$ cat config.mk
export PLATFORM = sky130hd
export DESIGN_NAME = lkv_ram
export DESIGN_NICKNAME = d
export VERILOG_FILES = /design/src/rtl/lkv_ram.sv
export SDC_FILE = /design/constraint.sdc
export NUM_CORES = 1
export LEC_CHECK = 0
export BUFFER_PORTS_ARGS = -buffer_cell sky130_fd_sc_hd__buf_2
export CAP_MARGIN = 20
export CORE_ASPECT_RATIO = 0.9
export CORE_MARGIN = 2
export CORE_UTILIZATION = 35
export CTS_CLUSTER_DIAMETER = 150
export DETAILED_ROUTE_END_ITERATION = 10
export REMOVE_ABC_BUFFERS = 1
export SETUP_SLACK_MARGIN = 0.3
export SLEW_MARGIN = 20
export SYNTH_ARGS = -nofsm -noshare
export SYNTH_HDL_FRONTEND = slang
export SYNTH_SLANG_ARGS = --single-unit
$ cat constraint.sdc
create_clock -name clk -period 5.36 [get_ports clk]
set_clock_uncertainty 0.2 [all_clocks]
set_input_delay 0.804 -clock clk [delete_from_list [all_inputs] [get_ports clk]]
set_output_delay 0.804 -clock clk [all_outputs]
set_load 0.05 [all_outputs]
$ cat src/rtl/lkv_ram.sv
// Generic simple dual-port RAM with one write port and one registered read port.
`default_nettype none
module lkv_ram #(
  parameter int WIDTH = 32,
  parameter int DEPTH = 16
) (
  input  wire logic                                         clk,
  input  wire logic                                         we,
  input  wire logic [((DEPTH > 1) ? $clog2(DEPTH) : 1)-1:0] waddr,
  input  wire logic [WIDTH-1:0]                             wdata,
  input  wire logic [((DEPTH > 1) ? $clog2(DEPTH) : 1)-1:0] raddr,
  output logic      [WIDTH-1:0]                             rdata
);

  logic [WIDTH-1:0] mem [DEPTH];

  always_ff @(posedge clk) begin
    if (we) begin
      mem[waddr] <= wdata;
    end
    rdata <= mem[raddr];
  end
endmodule
`default_nettype wire

==> summary.txt <==
DP Wirelength = 22,600 um
Via Count = 8,943
worst path required time = 5.63 ns
HP Class = in -> reg
Switching Fraction = 0.211
EDFF count, synth = 512
RSZ-0062 raised after global routing = false
Largest stage delay, worst path = 0.69 ns
Overflow after GRT = 0
CTS root buffer = clkbuf_16
PwrDens = 390 nW/um2
synthesized area = 19,900 um2
crit-path cells = clkbuf_8, buf_4, mux4_2, a22oi_1, nand2_1
Crit Path Category = in -> reg
R2R Setup Slk = 3.84 ns
Total Die Area = 58,600 um2
status = completed
initial antenna violation count = 2
synth cell count leaders = edfxtp_1, mux4_2, a22oi_1, nand2_1, dfxtp_1
most frequent cell after synthesis = edfxtp_1
total power = 8.99 mW
cell taking the most area after synthesis = edfxtp_1
leakage = 7.31 nW
Fin Setup TNS = 0 ns
row cnt = 82
drt wl/cell = 25.0 um
crit path capture type = flip-flop
simple-gate area share of the yosys netlist = 0.0127
xor/xnor share of the synthesized area = 0
flops & latches, synth = 544
pin count of the biggest net entering global routing = 73
leading post-synthesis cells by cell area = edfxtp_1, mux4_2, dfxtp_1, a22oi_1, nand2_1
Hold Vio Cnt, Final = 0
register area share after synthesis = 0.807
Chip Height = 230 um
DRC = 0
Synth Warn # = 0
WP buf/inv = 2
fmax = 380 MHz
post-synth top area share = 0.774
final net count = 990
first-pass GRT wire length = 63,200 um
worst slew pin tran = 1.01 ns
share of power burned in registers = 0.532
CTS sink cnt = 544
vias in the first global route = 9,151
die width = 255 um
cts repair resizes = 0
vias per cell = 5.12
CP top delay family = buffers and inverters
fraction of layout cells with a size suffix above 1 = 0.328
initial core utilization = 0.355
Slew HR = 0.329
final std cells w/o fill = 1,746
Psw = 1.90 mW
Max VDD drop = 0.187 mV
Crit Path Max Fanout = 72
Area growth, synth to finish = 16.0%
ys async rst share = 0
Syn Area/Cell = 23.7 um2
Compound-Gate Fraction of Synth Area = 0.0242
clk_lat worst skew = 0.58 ns
TritonCTS clock tree = built
post-synthesis mux area share = 0.145
Max Slew Vio Count = 0
gp weighted congestion = 0.715
DR iter-0 viols = 935
clock transition at the registers of the reported paths = 0.06 ns
CTS Buffer Depth = 3
total track usage = 0.150
fin crit period = 2.63 ns
Int Power = 7.10 mW
DR pass1 iterations = 5
IO buf count = 73
main combinational cell family by area after synthesis = multiplexers
Placed Cells = 1,650
max capacitance violation total = 0
startpoint types = input port
Final ANT Viol Nets = 0
post-CTS setup buffers = 0
drt total wl = 43,600 um
hold-fix buffers at CTS = 0
# diodes = 0
clock share of power = 0.412
Mapped Cells = 838
library cells used by synthesis = 18
DP Area = 21,300 um2
Worst EP arrival = 2.90 ns
H-tree depth = 2
clock buffer count from CTS = 52
slowest CP cell = clkbuf_8
fin area = 23,000 um2
I/O Pins = 74
hold slack = 0.395 ns
Comb pwr share = 0.056
crit share post-route = 0.491
Synth Area in Adders = 0
Main synth FF type = edfxtp_1
setup violators final = 0
core box area = 55,900 um2
-- power by group through the flow --
stage                     logic [mW]  clock network (mW)  registers (mW)
after floorplan                0.183                   0            4.97
after global placement         0.509                   0            4.88
after detailed placement       0.516                   0            4.88
after CTS                      0.517                3.77            4.79
after global routing           0.543                3.95            4.79
final                          0.507                3.70            4.78
-- state kept, by name, summed over array words and instances (netlist names) --
name   count
rdata     32
mem      512
-- worst reg2reg max path, stage by stage (launching register included) --
cell	delay, ns
edfxtp_1	0.37
mux4_2	0.47
a22oi_1	0.27
nand2_1	0.10
-- final cells by class --
class | count | area [um2]
clock buffer | 69 | 1440
clock inverter | 27 | 292
fill | 4832 | 32900
multi-input combinational | 251 | 3750
sequential | 544 | 16000
tap | 756 | 946
timing repair buffer | 99 | 597
-- layout by cell type (no fill, tap or decap), drive strengths merged, types with 6 or more instances in the layout --
cell and n:
edfxtp 512, mux4 128, buf 98, clkbuf 70, a22oi 64, nand2 33
dfxtp 32, clkinv 17, nor2 13, bufinv 6
-- final timing paths --
kind	start	end	depth (start not counted)
worst min register to register	mem[14][6]	rdata[6]	3
worst max-delay path	raddr[0]	rdata[25]	5
worst max register to register	mem[3][24]	rdata[24]	3
worst min-delay path	wdata[9]	mem[12][9]	1
-- through the flow --
step	setup slack, ns	util
floorplan	1.18	-
global placement	2.05	0.381
detailed placement	2.04	0.381
CTS	2.67	0.412
global route	2.53	0.412
finish	2.73	0.412
-- per-layer routing --
| metal | up-vias | wire [um] | track usage |
|---|---|---|---|
| met5 | - | 27 | 0 |
| met4 | 4 | 535 | 0.0342 |
| met3 | 50 | 3310 | 0.0306 |
| met2 | 298 | 20300 | 0.231 |
| met1 | 4791 | 19500 | 0.221 |
| li1 | 3800 | - | - |
-- cell families after synthesis --
logic type | Yosys count
AND/OR/NAND/NOR | 59
multiplexers | 128
buffers and inverters | 43
AO/OA/AOI/OAI | 64
flip-flops | 544
No activity file was read; power rests on OpenSTA's default activity.
